File: config.mk
export PLATFORM = sky130hd
export DESIGN_NAME = line_editor_escape_filter_top
export DESIGN_NICKNAME = d
export VERILOG_FILES = /design/src/rtl/core/lef_pkg.sv /design/src/rtl/core/lef_parser.sv /design/src/rtl/core/lef_line.sv /design/src/rtl/core/line_editor_escape_filter_top.sv
export SDC_FILE = /design/constraint.sdc
export NUM_CORES = 1
export LEC_CHECK = 0
export ABC_AREA = 0
export BUFFER_PORTS_ARGS = -buffer_cell sky130_fd_sc_hd__buf_2
export CAP_MARGIN = 20
export CORE_MARGIN = 2
export CORE_UTILIZATION = 55
export CTS_CLUSTER_SIZE = 40
export DETAILED_ROUTE_END_ITERATION = 8
export GPL_ROUTABILITY_DRIVEN = 0
export PLACE_DENSITY = 0.76
export SYNTH_ARGS = -nofsm -noshare
export SYNTH_HDL_FRONTEND = slang
export SYNTH_SLANG_ARGS = --single-unit
File: constraint.sdc
create_clock -name clk -period 8.5 [get_ports clk]
set_input_delay 2.125 -clock clk [delete_from_list [all_inputs] [get_ports clk]]
set_output_delay 2.125 -clock clk [all_outputs]
set_load 0.05 [all_outputs]
File: src/rtl/core/lef_pkg.sv
`timescale 1ns / 1ps
`default_nettype none
// ----------------------------------------------------------------------------
// lef_pkg
// Shared types and constants of the line editor escape filter.
// ----------------------------------------------------------------------------
package lef_pkg;

  localparam int unsigned LEF_MAX_LINE = 4096;

  localparam int unsigned BYTE_W  = 8;
  localparam int unsigned LEN_W   = 12;
  localparam int unsigned CAP_W   = 13;
  localparam int unsigned KIND_W  = 2;
  localparam int unsigned PHASE_W = 4;
  localparam int unsigned INNER_W = 6;
  localparam int unsigned STR_W   = 9;

  localparam logic [CAP_W-1:0] CAP_RESET = 13'd256;

  // Echo codes
  localparam logic [KIND_W-1:0] ECHO_NONE  = 2'd0;
  localparam logic [KIND_W-1:0] ECHO_CHAR  = 2'd1;
  localparam logic [KIND_W-1:0] ECHO_CRLF  = 2'd2;
  localparam logic [KIND_W-1:0] ECHO_ERASE = 2'd3;

  // Byte codes
  localparam logic [BYTE_W-1:0] CH_BEL   = 8'h07;
  localparam logic [BYTE_W-1:0] CH_BS    = 8'h08;
  localparam logic [BYTE_W-1:0] CH_LF    = 8'h0A;
  localparam logic [BYTE_W-1:0] CH_CR    = 8'h0D;
  localparam logic [BYTE_W-1:0] CH_ESC   = 8'h1B;
  localparam logic [BYTE_W-1:0] CH_SPACE = 8'h20;
  localparam logic [BYTE_W-1:0] CH_SLASH = 8'h2F;
  localparam logic [BYTE_W-1:0] CH_ZERO  = 8'h30;
  localparam logic [BYTE_W-1:0] CH_AT    = 8'h40;
  localparam logic [BYTE_W-1:0] CH_TILDE = 8'h7E;
  localparam logic [BYTE_W-1:0] CH_DEL   = 8'h7F;
  localparam logic [BYTE_W-1:0] CH_LBRK  = 8'h5B;
  localparam logic [BYTE_W-1:0] CH_RBRK  = 8'h5D;
  localparam logic [BYTE_W-1:0] CH_BSL   = 8'h5C;
  localparam logic [BYTE_W-1:0] CH_O     = 8'h4F;
  localparam logic [BYTE_W-1:0] CH_P     = 8'h50;
  localparam logic [BYTE_W-1:0] CH_X     = 8'h58;
  localparam logic [BYTE_W-1:0] CH_CARET = 8'h5E;
  localparam logic [BYTE_W-1:0] CH_UNDER = 8'h5F;

  // Run limits
  localparam logic [INNER_W-1:0] CSI_LIMIT    = 6'd32;
  localparam logic [INNER_W-1:0] INTER_LIMIT  = 6'd8;
  localparam logic [STR_W-1:0]   STRING_LIMIT = 9'd256;

  // Parser view handed to the line unit
  typedef struct packed {
    logic ground;  // parser idle: byte goes to the line editor
  } parse_ctl_t;

  // One result item
  typedef struct packed {
    logic [KIND_W-1:0] echo_kind;
    logic [BYTE_W-1:0] out_char;
    logic              store_valid;
    logic [LEN_W-1:0]  store_index;
    logic              line_done;
    logic [LEN_W-1:0]  line_length;
  } result_t;

endpackage
`default_nettype wire

File: src/rtl/core/lef_parser.sv
`timescale 1ns / 1ps
`default_nettype none
// ----------------------------------------------------------------------------
// lef_parser
// ANSI escape parser: tracks open CSI, SS3, intermediate runs and strings.
// ----------------------------------------------------------------------------
module lef_parser (
  input  wire logic                      clk,
  input  wire logic                      rst,
  input  wire logic                      step,
  input  wire logic [lef_pkg::BYTE_W-1:0] byte_in,
  output lef_pkg::parse_ctl_t            ctl
);
  import lef_pkg::*;

  localparam logic [PHASE_W-1:0] PH_GROUND    = 4'd0;
  localparam logic [PHASE_W-1:0] PH_ESC       = 4'd1;
  localparam logic [PHASE_W-1:0] PH_CSI       = 4'd2;
  localparam logic [PHASE_W-1:0] PH_SS3       = 4'd3;
  localparam logic [PHASE_W-1:0] PH_INTER     = 4'd4;
  localparam logic [PHASE_W-1:0] PH_STR       = 4'd5;
  localparam logic [PHASE_W-1:0] PH_STR_ESC   = 4'd6;
  localparam logic [PHASE_W-1:0] PH_STR_CSI   = 4'd7;
  localparam logic [PHASE_W-1:0] PH_STR_SS3   = 4'd8;
  localparam logic [PHASE_W-1:0] PH_STR_INTER = 4'd9;

  logic [PHASE_W-1:0] phase, phase_next;
  logic [INNER_W-1:0] inner_count, inner_count_next;
  logic [STR_W-1:0]   string_count, string_count_next;

  logic [INNER_W-1:0] inner_inc;
  logic [STR_W-1:0]   string_inc;
  logic [PHASE_W-1:0] step_done_phase;
  logic               csi_final, inter_final, inter_start, str_open;

  assign inner_inc   = inner_count + 1'b1;
  assign string_inc  = string_count + 1'b1;
  assign csi_final   = (byte_in >= CH_AT) && (byte_in <= CH_TILDE);
  assign inter_final = (byte_in >= CH_ZERO) && (byte_in <= CH_TILDE);
  assign inter_start = (byte_in >= CH_SPACE) && (byte_in <= CH_SLASH);
  assign str_open    = (byte_in == CH_RBRK) || (byte_in == CH_P) || (byte_in == CH_X) ||
                       (byte_in == CH_CARET) || (byte_in == CH_UNDER);
  // A finished string step returns to ground once the string runs out of steps
  assign step_done_phase = (string_inc >= STRING_LIMIT) ? PH_GROUND : PH_STR;

  always_comb begin
    phase_next        = phase;
    inner_count_next  = inner_count;
    string_count_next = string_count;
    case (phase)
      PH_GROUND: begin
        if (byte_in == CH_ESC) phase_next = PH_ESC;
      end
      PH_ESC: begin
        if (byte_in == CH_LBRK) begin
          phase_next       = PH_CSI;
          inner_count_next = '0;
        end else if (byte_in == CH_O) begin
          phase_next = PH_SS3;
        end else if (str_open) begin
          phase_next        = PH_STR;
          string_count_next = '0;
        end else if (inter_start) begin
          phase_next       = PH_INTER;
          inner_count_next = '0;
        end else begin
          phase_next = PH_GROUND;
        end
      end
      PH_CSI: begin
        inner_count_next = inner_inc;
        if (csi_final || inner_inc >= CSI_LIMIT) phase_next = PH_GROUND;
      end
      PH_SS3: begin
        phase_next = PH_GROUND;
      end
      PH_INTER: begin
        inner_count_next = inner_inc;
        if (inter_final || inner_inc >= INTER_LIMIT) phase_next = PH_GROUND;
      end
      PH_STR: begin
        if (byte_in == CH_BEL) begin
          phase_next = PH_GROUND;
        end else if (byte_in == CH_ESC) begin
          phase_next = PH_STR_ESC;
        end else begin
          string_count_next = string_inc;
          phase_next        = step_done_phase;
        end
      end
      PH_STR_ESC: begin
        if (byte_in == CH_BSL) begin
          phase_next = PH_GROUND;
        end else if (byte_in == CH_LBRK) begin
          phase_next       = PH_STR_CSI;
          inner_count_next = '0;
        end else if (byte_in == CH_O) begin
          phase_next = PH_STR_SS3;
        end else if (inter_start) begin
          phase_next       = PH_STR_INTER;
          inner_count_next = '0;
        end else begin
          string_count_next = string_inc;
          phase_next        = step_done_phase;
        end
      end
      PH_STR_CSI: begin
        inner_count_next = inner_inc;
        if (csi_final || inner_inc >= CSI_LIMIT) begin
          string_count_next = string_inc;
          phase_next        = step_done_phase;
        end
      end
      PH_STR_SS3: begin
        string_count_next = string_inc;
        phase_next        = step_done_phase;
      end
      PH_STR_INTER: begin
        inner_count_next = inner_inc;
        if (inter_final || inner_inc >= INTER_LIMIT) begin
          string_count_next = string_inc;
          phase_next        = step_done_phase;
        end
      end
      default: begin
        phase_next = PH_GROUND;
      end
    endcase
  end

  always_ff @(posedge clk) begin
    if (rst) begin
      phase        <= PH_GROUND;
      inner_count  <= '0;
      string_count <= '0;
    end else if (step) begin
      phase        <= phase_next;
      inner_count  <= inner_count_next;
      string_count <= string_count_next;
    end
  end

  assign ctl.ground = (phase == PH_GROUND);

endmodule
`default_nettype wire

File: src/rtl/core/lef_line.sv
`timescale 1ns / 1ps
`default_nettype none
// ----------------------------------------------------------------------------
// lef_line
// Line length keeper: echo, store, erase and line completion per byte.
// ----------------------------------------------------------------------------
module lef_line #(
  parameter int unsigned MAX_LINE = lef_pkg::LEF_MAX_LINE
) (
  input  wire logic                      clk,
  input  wire logic                      rst,
  input  wire logic                      step,
  input  wire logic [lef_pkg::BYTE_W-1:0] byte_in,
  input  wire logic [lef_pkg::CAP_W-1:0]  capacity,
  input  wire lef_pkg::parse_ctl_t       ctl,
  output lef_pkg::result_t               result
);
  import lef_pkg::*;

  localparam logic [31:0] MAX_LINE_W = 32'(MAX_LINE);

  logic [LEN_W-1:0] held_length, held_length_next;
  logic [LEN_W-1:0] len_after;
  logic [CAP_W-1:0] cap_a, cap_b, lim_wide;
  logic [LEN_W-1:0] limit;
  logic             is_newline, is_erase, is_print;

  // Capacity 0 counts as 1, clamp to the line maximum, limit tops out at 4095
  always_comb begin
    cap_a = (capacity == '0) ? CAP_W'(1) : capacity;
    cap_b = (32'(cap_a) > MAX_LINE_W) ? MAX_LINE_W[CAP_W-1:0] : cap_a;
    lim_wide = cap_b - 1'b1;
    limit = lim_wide[CAP_W-1] ? {LEN_W{1'b1}} : lim_wide[LEN_W-1:0];
  end

  assign is_newline = (byte_in == CH_CR) || (byte_in == CH_LF);
  assign is_erase   = (byte_in == CH_BS) || (byte_in == CH_DEL);
  assign is_print   = (byte_in >= CH_SPACE) && (byte_in <= CH_TILDE);

  always_comb begin
    result    = '0;
    len_after = held_length;
    if (ctl.ground && byte_in != CH_ESC) begin
      if (is_newline) begin
        result.echo_kind = ECHO_CRLF;
        result.line_done = 1'b1;
      end else if (is_erase) begin
        if (held_length != '0) begin
          result.echo_kind = ECHO_ERASE;
          len_after        = held_length - 1'b1;
        end
      end else if (is_print) begin
        result.echo_kind = ECHO_CHAR;
        result.out_char  = byte_in;
        if (held_length < limit) begin
          result.store_valid = 1'b1;
          result.store_index = held_length;
          len_after          = held_length + 1'b1;
        end
      end
      if (len_after >= limit) result.line_done = 1'b1;
    end
    result.line_length = len_after;
    held_length_next   = result.line_done ? '0 : len_after;
  end

  always_ff @(posedge clk) begin
    if (rst) begin
      held_length <= '0;
    end else if (step) begin
      held_length <= held_length_next;
    end
  end

endmodule
`default_nettype wire

File: src/rtl/core/line_editor_escape_filter_top.sv
`timescale 1ns / 1ps
`default_nettype none
// ----------------------------------------------------------------------------
// line_editor_escape_filter_top
// Terminal line editor front end that swallows ANSI escape sequences.
// ----------------------------------------------------------------------------
//  channel | handshake            | payload
//  --------+----------------------+-------------------------------------------
//  in      | in_valid / in_ready  | in_byte
//  out     | out_valid / out_ready| echo_kind, out_char, store_valid,
//          |                      | store_index, line_done, line_length
//  cfg     | cfg_valid / cfg_ready| line_capacity
//
//  A byte accepted into the input register advances into the parser and line
//  update, which load the result register, once that register is empty or
//  being drained. One byte per cycle is sustained while out_ready stays high.
//  Reset clears the parser to ground, the held length to zero and the capacity
//  to 256. A stalled result holds the next request in the input register; both
//  registers full drops in_ready.
// ----------------------------------------------------------------------------
module line_editor_escape_filter_top #(
  parameter int unsigned MAX_LINE = lef_pkg::LEF_MAX_LINE
) (
  input  wire logic                       clk,
  input  wire logic                       rst,
  input  wire logic                       in_valid,
  output      logic                       in_ready,
  input  wire logic [lef_pkg::BYTE_W-1:0] in_byte,
  output      logic                       out_valid,
  input  wire logic                       out_ready,
  output      logic [lef_pkg::KIND_W-1:0] echo_kind,
  output      logic [lef_pkg::BYTE_W-1:0] out_char,
  output      logic                       store_valid,
  output      logic [lef_pkg::LEN_W-1:0]  store_index,
  output      logic                       line_done,
  output      logic [lef_pkg::LEN_W-1:0]  line_length,
  input  wire logic                       cfg_valid,
  output      logic                       cfg_ready,
  input  wire logic [lef_pkg::CAP_W-1:0]  line_capacity
);
  import lef_pkg::*;

  logic              held_valid;   // input register occupied
  logic [BYTE_W-1:0] held_byte;
  logic              advance;      // move held byte into the result register
  logic [CAP_W-1:0]  capacity;
  parse_ctl_t        ctl;
  result_t           result_d, result_q;

  // Advance whenever the result register is empty or being drained
  assign advance  = held_valid && (!out_valid || out_ready);
  assign in_ready = !held_valid || advance;
  // Capacity writes are for the user to make only while idle; the block does not enforce it, so take them at once
  assign cfg_ready = 1'b1;

  always_ff @(posedge clk) begin
    if (rst) begin
      capacity <= CAP_RESET;
    end else if (cfg_valid) begin
      capacity <= line_capacity;
    end
  end

  // Input register: load on accept, drop after advance
  always_ff @(posedge clk) begin
    if (rst) begin
      held_valid <= 1'b0;
    end else if (in_valid && in_ready) begin
      held_valid <= 1'b1;
    end else if (advance) begin
      held_valid <= 1'b0;
    end
  end

  always_ff @(posedge clk) begin
    if (in_valid && in_ready) held_byte <= in_byte;
  end

  lef_parser u_parser (
    .clk     (clk),
    .rst     (rst),
    .step    (advance),
    .byte_in (held_byte),
    .ctl     (ctl)
  );

  lef_line #(
    .MAX_LINE (MAX_LINE)
  ) u_line (
    .clk      (clk),
    .rst      (rst),
    .step     (advance),
    .byte_in  (held_byte),
    .capacity (capacity),
    .ctl      (ctl),
    .result   (result_d)
  );

  // Result register: hold while stalled, clear valid once taken
  always_ff @(posedge clk) begin
    if (rst) begin
      out_valid <= 1'b0;
    end else if (advance) begin
      out_valid <= 1'b1;
    end else if (out_ready) begin
      out_valid <= 1'b0;
    end
  end

  always_ff @(posedge clk) begin
    if (advance) result_q <= result_d;
  end

  assign echo_kind   = result_q.echo_kind;
  assign out_char    = result_q.out_char;
  assign store_valid = result_q.store_valid;
  assign store_index = result_q.store_index;
  assign line_done   = result_q.line_done;
  assign line_length = result_q.line_length;

endmodule
`default_nettype wire

[Word level (Yosys, flattened, before mapping)]
Index checks and enable logic that the tools add are counted.
Widths: inputs -> output; s select.
Word-level totals
  register bits after elaboration: 90
  ROM bits: 0
  input bits: 26
  logic and storage cells: 167
  bits in writable memories: 0
  bits in latches: 0
  memories kept: 0
Operators by class
  multiply operators: 0
  shift-type cells: 0
  add/sub/neg operators: 5
  equal/unequal tests: 40
  divide/modulo/power cells: 0
  order comparisons: 11
  bitwise logic cells: 3
  reductions and logical operators: 33
  muxes and demuxes: 60
Operator list (count)
  $mux 12: 9
  $mux 9: 11
  $eq 8x7->1 const B: 9
  $mux 4: 14
  $pmux 9 s6: 1
  $mux 6: 7
  $mux 13: 3
  $pmux 4 s9: 1
  $eq 8x4->1 const B: 3
  $mux 22: 1
  $ne 2x2->1 const B: 9
  $pmux 6 s3: 1
  $eq 4x3->1 const B: 4
  $ge 8x6->1 const B: 2
  $gt 13x13->1 const B: 1
  $logic_not 13->1: 1
  $reduce_and 13->1: 1
  $sub 13x1->13 const B: 1
  $add 12x1->12 const B: 1
  $ge 12x12->1: 1
  $lt 12x12->1: 1
  $reduce_and 6->1: 2
  $reduce_bool 12->1: 1
  $sub 12x1->12 const B: 1
  other kinds (31): 66

[Logic depth before layout (Yosys ltp)]
Gate-level depths: netlist of run 1.
  word-level depth: 16
  depth in mapped cells: 29
  gate-level depth less buffers: 27

[Hierarchy]
A second synthesis of run 1 with hierarchy kept.
Second synthesis, totals
  cell total of the unflattened synthesis: 679
  area total of the unflattened synthesis: 6185.9 um^2
By module, submodules not included
  lef_line: instances 1, area an instance 2588.7 um^2, cells each 365, sequential area each 240.2 um^2
  line_editor_escape_filter_top: instances 1, area an instance 1893.1 um^2, cells each 98, sequential area each 1621.6 um^2
  lef_parser: instances 1, area an instance 1704.1 um^2, cells each 216, sequential area each 380.4 um^2

[Worst setup path before layout of run 1]
No wires, ideal clock.
  path type: register to register
  start: register capacity[5]
  end: register u_line.held_length[4]
  arrival time: 5.536 ns
  library setup time: 0.059 ns
  cell stages (with the launch flop): 28
  period minus slack after synthesis: 5.596 ns
  setup slack: 2.904 ns
  path buffers: 2
  required time: 8.441 ns
  cell sequence: dfxtp_1 -> nor4_1 -> a31oi_1 -> or2_2 -> ha_1 -> nor3b_1 -> a31o_2 -> nor2_1 -> ha_1 -> a21o_1 -> a21o_1 -> a221oi_1 -> nand4_1 -> a31oi_2 -> buf_4 -> nand4_1 -> a21bo_2 -> xnor2_1 -> ha_1 -> a21o_1 -> a21oi_1 -> o21ai_0 -> a21oi_1 -> nand2_1 -> o211a_4 -> nor4_4 -> buf_4 -> a22o_1
Between the ends
  cells in the longest elaborated chain, start to end: 16
  elaborated cells between the ends (all ways): 17
Ends and longest elaborated chain
  from (decl): line line_editor_escape_filter_top.sv:46  | logic [CAP_W-1:0] capacity;
  from (signal assigned): line line_editor_escape_filter_top.sv:60  | capacity <= line_capacity;
  $logic_not 13->1: line lef_line.sv:30  | cap_a = (capacity == '0) ? CAP_W'(1) : capacity;
  $mux 13 *: line lef_line.sv:30
  $gt 13x13->1: line lef_line.sv:31  | cap_b = (32'(cap_a) > MAX_LINE_W) ? MAX_LINE_W[CAP_W-1:0] : cap_a;
  $mux 13 *: line lef_line.sv:31
  $sub 13x1->13 *: line lef_line.sv:32  | lim_wide = cap_b - 1'b1;
  $mux 12 *: line lef_line.sv:33  | limit = lim_wide[CAP_W-1] ? {LEN_W{1'b1}} : lim_wide[LEN_W-1:0];
  $lt 12x12->1: line lef_line.sv:55  | if (held_length < limit) begin
  $mux 12: line lef_line.sv:55
  $mux 12: line lef_line.sv:52  | end else if (is_print) begin
  $mux 12: line lef_line.sv:47  | end else if (is_erase) begin
  $mux 12: line lef_line.sv:44  | if (is_newline) begin
  $mux 12: line lef_line.sv:43  | if (ctl.ground && byte_in != CH_ESC) begin
  $ge 12x12->1: line lef_line.sv:61  | if (len_after >= limit) result.line_done = 1'b1;
  $mux 1: line lef_line.sv:61
  $mux 1: line lef_line.sv:43
  $mux 12 *: line lef_line.sv:64  | held_length_next = result.line_done ? '0 : len_after;
  to (signal assigned): line lef_line.sv:71  | held_length <= held_length_next;
  to (decl): line lef_line.sv:22  | logic [LEN_W-1:0] held_length, held_length_next;
Mark *: on every way between the ends. The rest lies on a longest branch, timed or not. The select of a mux whose other input is x is not followed.
A chain may end at the register's enable or synchronous reset.

[Worst setup path after layout of run 1]
  start: register capacity[5]
  end: register u_line.held_length[2]
The elaborated chain is that of the path after synthesis.

==> flow_metrics.env, run 1 <==
export IMPL_fin_nets=710
export IMPL_vias_per_cell=6.06
export IMPL_ctsHoldBuffers=0
export IMPL_io_pins=65
export IMPL_n_antenna_cell=0
export IMPL_die_h_um=104
export IMPL_tightest_slew_ns=0.839
export IMPL_rows=36
export IMPL_grt_pass1_wl_um=21400
export IMPL_post_cts_setup_buffer_count=0
export IMPL_drive_above_1_share_pct=15.0
export IMPL_synth_compound_area_share_pct=17.2
export IMPL_final_cell_mix="nor2_1, buf_2, dfxtp_1, edfxtp_1, a21oi_1"
export IMPL_drt_pre_antenna_iters=5
export IMPL_critPathKind="flop to flop"
export IMPL_r2r_start="capacity[5]"
export IMPL_p_leak_nw=2.63
export IMPL_setup_slack_ns=1.54
export IMPL_power_total_mw=0.935
export IMPL_ctsResizeCount=0
export IMPL_synth_warnings=0
export IMPL_clock_sinks=90
export IMPL_grt_pass1_vias=4441
export IMPL_crit_arrival_ns=7.26
export IMPL_min_period_over_period_pct=81.9
export IMPL_initial_core_util_pct=56.6
export IMPL_clockBufferDepth=2
export IMPL_synth_cells=610
export IMPL_hold_viol=0
export IMPL_yosysSeqAreaShare_pct=40.5
export IMPL_overflow=0
export IMPL_dieWidth_um=104
export IMPL_synthDistinctLibCells=70
export IMPL_routedWlPerCell_um=16.0
export IMPL_synth_area_mux_share_pct=2.71
export IMPL_max_freq_ghz=0.144
export IMPL_slowest_delay_ns=0.76
export IMPL_critPathLaunch="capacity[5]"
export IMPL_drt_initial_drc_count=318
export IMPL_finClkSkew_ns=0.0147
export IMPL_numCtsBuffers=9
export IMPL_final_common_cell="nor2_1"
export IMPL_hp_class="flop to flop"
export IMPL_syn_area_sq_um=5540
export IMPL_path_max_fanout=16
export IMPL_area_delta_synth_final_pct=10.9
export IMPL_syn_avg_cell_area_sq_um=9.08
export IMPL_antenna_found_initial=0
export IMPL_synth_top_family_by_area="simple AND/OR/NAND/NOR gates"
export IMPL_dp_hpwl_um=9260
export IMPL_synth_edf_count=44
export IMPL_synthAdderAreaFrac_pct=6.33
export IMPL_ys_seq_elements=90
export IMPL_h_tree_depth=3
export IMPL_end_kind="flop"
export IMPL_clock_root_buffer="clkbuf_8"
export IMPL_clk_insertion_delay_late_ns=0.36
export IMPL_dp_slack_ns=1.72
export IMPL_drc=0
export IMPL_synth_main_ff_cell="dfxtp_1"
export IMPL_fill_cells=848
export IMPL_async_flop_share_pct=0
export IMPL_grtUsageTotal_pct=23.9
export IMPL_synth_net_count=664
export IMPL_status="finished, final reports clean"
export IMPL_reg2reg_depth=25
export IMPL_clk_pin_slew_worst_paths_ns=0.09
export IMPL_start_kind="flop"
export IMPL_cts_tree="built"
export IMPL_timing_rr_end="u_line.held_length[2]"
export IMPL_setup_tns_ns=0
export IMPL_drtAntennaViolNets=0
export IMPL_synth_xor_area_share_pct=4.11
export IMPL_drv_cap=0
export IMPL_rrSetupSlack_ns=1.54
export IMPL_slowest_stage="nor4_1"
export IMPL_postRouteWirelength_um=12700
export IMPL_yosys_area_share_simple_pct=25.7
export IMPL_dieArea_sq_um=10900
export IMPL_crit_path_end="u_line.held_length[2]"
export IMPL_maxSlewHeadroom_pct=43.5
export IMPL_setup_viol=0
export IMPL_layout_min_cycle_time_ns=6.96
export IMPL_grt_max_degree=41
export IMPL_vdd_drop_max_uv=81.5
export IMPL_via_count=4812
export IMPL_port_buffers=63
export IMPL_worstPathRequired_ns=8.80
export IMPL_core_sq_um=9770
export IMPL_power_density_nw_per_um2=152
export IMPL_rsz0062_at_grt="no"
export IMPL_maxSlewViolCount=0
==> cell type report <==
class                   count  area (sq um)  area share, %
clock buffers              10           149           2.43
clock inverters             6          67.6           1.10
inverters                  12          45.0          0.734
multi-input cells         474          3110           50.7
flip-flops and latches     90          2240           36.5
well taps                 133           166           2.71
repair buffers             69           358           5.83
==> flip-flops by register name, summed over array words and instances (netlist names) <==
name                   flops
capacity                  13
echo_kind                  2
held_byte                  8
held_valid                 1
line_done                  1
line_length               12
out_char                   8
out_valid                  1
store_index               12
store_valid                1
u_line.held_length        12
u_parser.inner_count       6
u_parser.phase             4
u_parser.string_count      9
==> metrics by stage <==
stage	hold WS (ns)	area [sq um]	cells	util, %
after detailed placement	0.464	5920	777	60.5
after floorplan	0.444	5540	610	-
after global placement	0.455	5920	777	60.5
final	0.476	6140	794	62.8
after CTS	0.479	6130	793	62.7
after global routing	0.507	6140	794	62.8
==> cell usage after synthesis, types with 6 or more instances <==
library cell	number	share of area, %
a211oi_1	8	1.1
a21oi_1	39	3.5
a22o_1	11	1.7
a31oi_1	10	1.1
and2_1	9	1.0
and3_1	32	3.6
clkbuf_1	28	1.9
dfxtp_1	46	17
edfxtp_1	44	24
ha_1	28	6.3
inv_1	12	0.81
mux2i_1	15	2.7
nand2_1	36	2.4
nand2b_1	11	1.2
nand3_1	14	1.3
nand3b_1	12	1.6
nand4_1	9	1.0
nor2_1	75	5.1
nor2b_1	13	1.5
nor3_1	15	1.4
nor3b_1	6	0.81
nor4_1	6	0.68
o21ai_0	25	2.3
xnor2_1	13	2.1
xor2_1	13	2.1
==> metal layers <==
| metal | vias up | track usage [%] | share of wire [%] |
|---|---|---|---|
| li1 | 2341 | - | - |
| met1 | 2225 | 32.8 | 46 |
| met2 | 216 | 37.3 | 44 |
| met3 | 30 | 3.70 | 7.4 |
| met4 | 0 | 10.9 | 2.6 |
| met5 | - | 0 | 0 |
==> worst max-delay path, delay by kind of cell (launching register included) <==
kind            cells  cell delay [ns]
compound gates     13             3.14
simple gates        8             2.43
fa+ha+maj           3             0.83
flops               1             0.38
xor+xnor            1             0.12
==> report_power, final <==
| group | total [mW] | internal, mW | switching [mW] | leakage (nW) |
|---|---|---|---|---|
| Sequential | 0.482 | 0.469 | 0.0132 | 0.804 |
| Clock | 0.315 | 0.156 | 0.159 | 0.106 |
| Combinational | 0.138 | 0.0465 | 0.0912 | 1.72 |
==> logic make-up after synthesis <==
| logic type | after synthesis |
|---|---|
| xor gates and xnor gates | 26 |
| AOI/OAI and AO/OA | 141 |
| DFF | 90 |
| adders and majority gates | 28 |
| muxes | 15 |
| and+or+nand+nor | 262 |
| buffers and inverters | 46 |
| other | 2 |
==> worst min-delay path by stage <==
stage	from	endpoint	cells after the start
after CTS	u_parser.string_count[5]	u_parser.string_count[5]	2
after global placement	u_parser.string_count[4]	u_parser.string_count[4]	2
after detailed placement	u_parser.string_count[5]	u_parser.string_count[5]	2
after global routing	u_parser.string_count[6]	u_parser.string_count[6]	2
after floorplan	u_parser.string_count[2]	u_parser.string_count[2]	2
final	u_parser.string_count[5]	u_parser.string_count[5]	2
No activity file was read; power rests on OpenSTA's default activity.
==> run 2: changes to the inputs <==
==> constraint.sdc (replaced) <==
create_clock -name clk -period 7.1 [get_ports clk]
set_input_delay 1.775 -clock clk [delete_from_list [all_inputs] [get_ports clk]]
set_output_delay 1.775 -clock clk [all_outputs]
set_load 0.05 [all_outputs]
==> run 2 against run 1 <==
  * Clock skew fell by 0.0066 ns
  * Global-route usage is 0.56 points lower
  * Non-clock buffer count rose by 1
  * Die area is the same
  * Setup slack worse by 0.95 ns
  * Fmax grew 6.9%
==> flow_metrics.env, run 2 (same netlist as run 1, synthesis figures left out) <==
export IMPL_rrSetupSlack_ns=0.59
export IMPL_area_delta_synth_final_pct=10.9
export IMPL_timing_rr_end="u_line.held_length[6]"
export IMPL_rsz0062_at_grt="no"
export IMPL_clk_pin_slew_worst_paths_ns=0.09
export IMPL_clock_root_buffer="clkbuf_8"
export IMPL_slowest_delay_ns=0.56
export IMPL_drt_initial_drc_count=362
export IMPL_via_count=4712
export IMPL_rows=36
export IMPL_clockBufferDepth=2
export IMPL_antenna_found_initial=0
export IMPL_final_cell_mix="nor2_1, buf_2, dfxtp_1, edfxtp_1, a21oi_1"
export IMPL_min_delay_start="u_parser.string_count[3]"
export IMPL_dieWidth_um=104
export IMPL_core_sq_um=9770
export IMPL_start_kind="flop"
export IMPL_initial_core_util_pct=56.6
export IMPL_clock_sinks=90
export IMPL_power_internal_mw=0.798
export IMPL_seqPwrFrac_pct=52.2
export IMPL_slowest_stage="nor4_4"
export IMPL_max_freq_ghz=0.154
export IMPL_dieArea_sq_um=10900
export IMPL_dp_hpwl_um=9030
export IMPL_numCtsBuffers=9
export IMPL_setup_slack_ns=0.588
export IMPL_clk_insertion_delay_late_ns=0.37
export IMPL_critPathKind="flop to flop"
export IMPL_routedWlPerCell_um=15.7
export IMPL_holdPathStages=2
export IMPL_post_cts_setup_buffer_count=0
export IMPL_p_leak_nw=2.63
export IMPL_dp_slack_ns=0.641
export IMPL_hp_class="flop to flop"
export IMPL_power_density_nw_per_um2=180
export IMPL_largest_register="capacity"
export IMPL_path_max_fanout=31
export IMPL_cts_tree="built"
export IMPL_ctsHoldBuffers=0
export IMPL_crit_buf_inv=2
export IMPL_n_antenna_cell=0
export IMPL_worstPathRequired_ns=7.42
export IMPL_layout_min_cycle_time_ns=6.51
export IMPL_holdPathEnd="u_parser.string_count[3]"
export IMPL_overflow=0
export IMPL_finClkSkew_ns=0.00805
export IMPL_vdd_drop_max_uv=92.7
export IMPL_drt_pre_antenna_iters=5
export IMPL_port_buffers=63
export IMPL_drive_above_1_share_pct=15.0
export IMPL_io_pins=65
export IMPL_drtAntennaViolNets=0
export IMPL_grt_pass1_vias=4272
export IMPL_crit_family="simple AND/OR/NAND/NOR gates"
export IMPL_whs_ns=0.478
export IMPL_postRouteWirelength_um=12500
export IMPL_maxSlewHeadroom_pct=42.5
export IMPL_end_kind="flop"
export IMPL_vias_per_cell=5.93
export IMPL_swShare_pct=27.8
export IMPL_min_period_over_period_pct=91.7
export IMPL_pwr_share_comb_pct=14.8
export IMPL_largest_reg_flops=13
export IMPL_grt_pass1_wl_um=20600
export IMPL_setup_tns_ns=0
export IMPL_setup_viol=0
export IMPL_cpMostUsedCell="ha_1"
export IMPL_grtUsageTotal_pct=23.4
export IMPL_grt_max_degree=41
export IMPL_final_common_cell="nor2_1"
export IMPL_fin_nets=711
export IMPL_power_switching_mw=0.308
export IMPL_maxSlewViolCount=0
export IMPL_ctsResizeCount=0
export IMPL_reg2reg_depth=27
export IMPL_r2r_start="capacity[5]"
export IMPL_die_h_um=104
export IMPL_drc=0
export IMPL_status="finished, final reports clean"
export IMPL_drv_cap=0
export IMPL_clockPowerShare_pct=33.0
export IMPL_crit_arrival_ns=6.83
export IMPL_hold_viol=0
export IMPL_h_tree_depth=3
export IMPL_tightest_slew_ns=0.859
[run 2: cell types whose count changed in the layout (fill, tap and decap cells not counted), sizes merged]
cell / before / now
buf: 68 / 69
bufinv: 1 / 0
clkbuf: 11 / 15
clkinv: 1 / 2
clkinvlp: 1 / 0
inv: 15 / 12
[run 2: worst reg2reg max path, cell delays in order (launching register included)]
cell	delay (ns)
dfxtp_1	0.45
nor4_1	0.09
buf_4	0.16
a31oi_1	0.22
or2_2	0.16
ha_1	0.22
or4b_4	0.52
nor3b_1	0.24
xor2_1	0.17
nor2_1	0.09
ha_1	0.32
and4_1	0.23
a221oi_1	0.31
nand4_1	0.15
a31oi_2	0.15
buf_4	0.30
nand4_1	0.16
a21bo_2	0.25
xnor2_1	0.12
ha_1	0.31
a21o_1	0.18
a21oi_1	0.12
o21ai_0	0.12
a21oi_1	0.26
nand2_1	0.10
o211a_4	0.26
nor4_4	0.56
a221o_1	0.25
[run 2: layout make-up]
cell class	instances	area [sq um]
fill	876	3630
inverter	12	45.0
sequential	90	2240
tap	133	166
clock inverter	2	17.5
clock buffer	14	195
timing repair buffer	70	365
multi-input combinational	474	3110
[run 2: how the worst max path moves through the flow]
stage                            end        start  cells past startpoint
6_report       u_line.held_length[6]  capacity[5]                     27
5_1_grt        u_line.held_length[6]  capacity[5]                     25
4_1_cts        u_line.held_length[6]  capacity[5]                     27
3_5_place_dp   u_line.held_length[6]  capacity[5]                     27
3_3_place_gp   u_line.held_length[6]  capacity[5]                     27
2_1_floorplan  u_line.held_length[4]  capacity[5]                     27
[run 2: power by group through the flow]
| stage | logic (mW) | registers [mW] | clock network (mW) |
|---|---|---|---|
| final | 0.164 | 0.577 | 0.365 |
| after global placement | 0.159 | 0.588 | 0 |
| after detailed placement | 0.164 | 0.589 | 0 |
| after CTS | 0.165 | 0.577 | 0.372 |
| after floorplan | 0.0984 | 0.613 | 0 |
| after global routing | 0.181 | 0.580 | 0.389 |
[run 2: stage by stage]
stage	total power [mW]	utilization, %	std cells	area, sq um
floorplan	0.711	-	610	5540
global placement	0.747	60.6	778	5920
detailed placement	0.753	60.6	778	5920
CTS	1.11	62.8	794	6140
global route	1.15	62.8	795	6140
finish	1.11	62.8	795	6140
[run 2: metal layers]
metal	vias to the layer above	GRT usage [%]	wire length, um
li1	2353	-	-
met1	2183	32.1	5850
met2	154	36.6	5600
met3	22	2.94	705
met4	0	11.1	340
met5	-	0	0
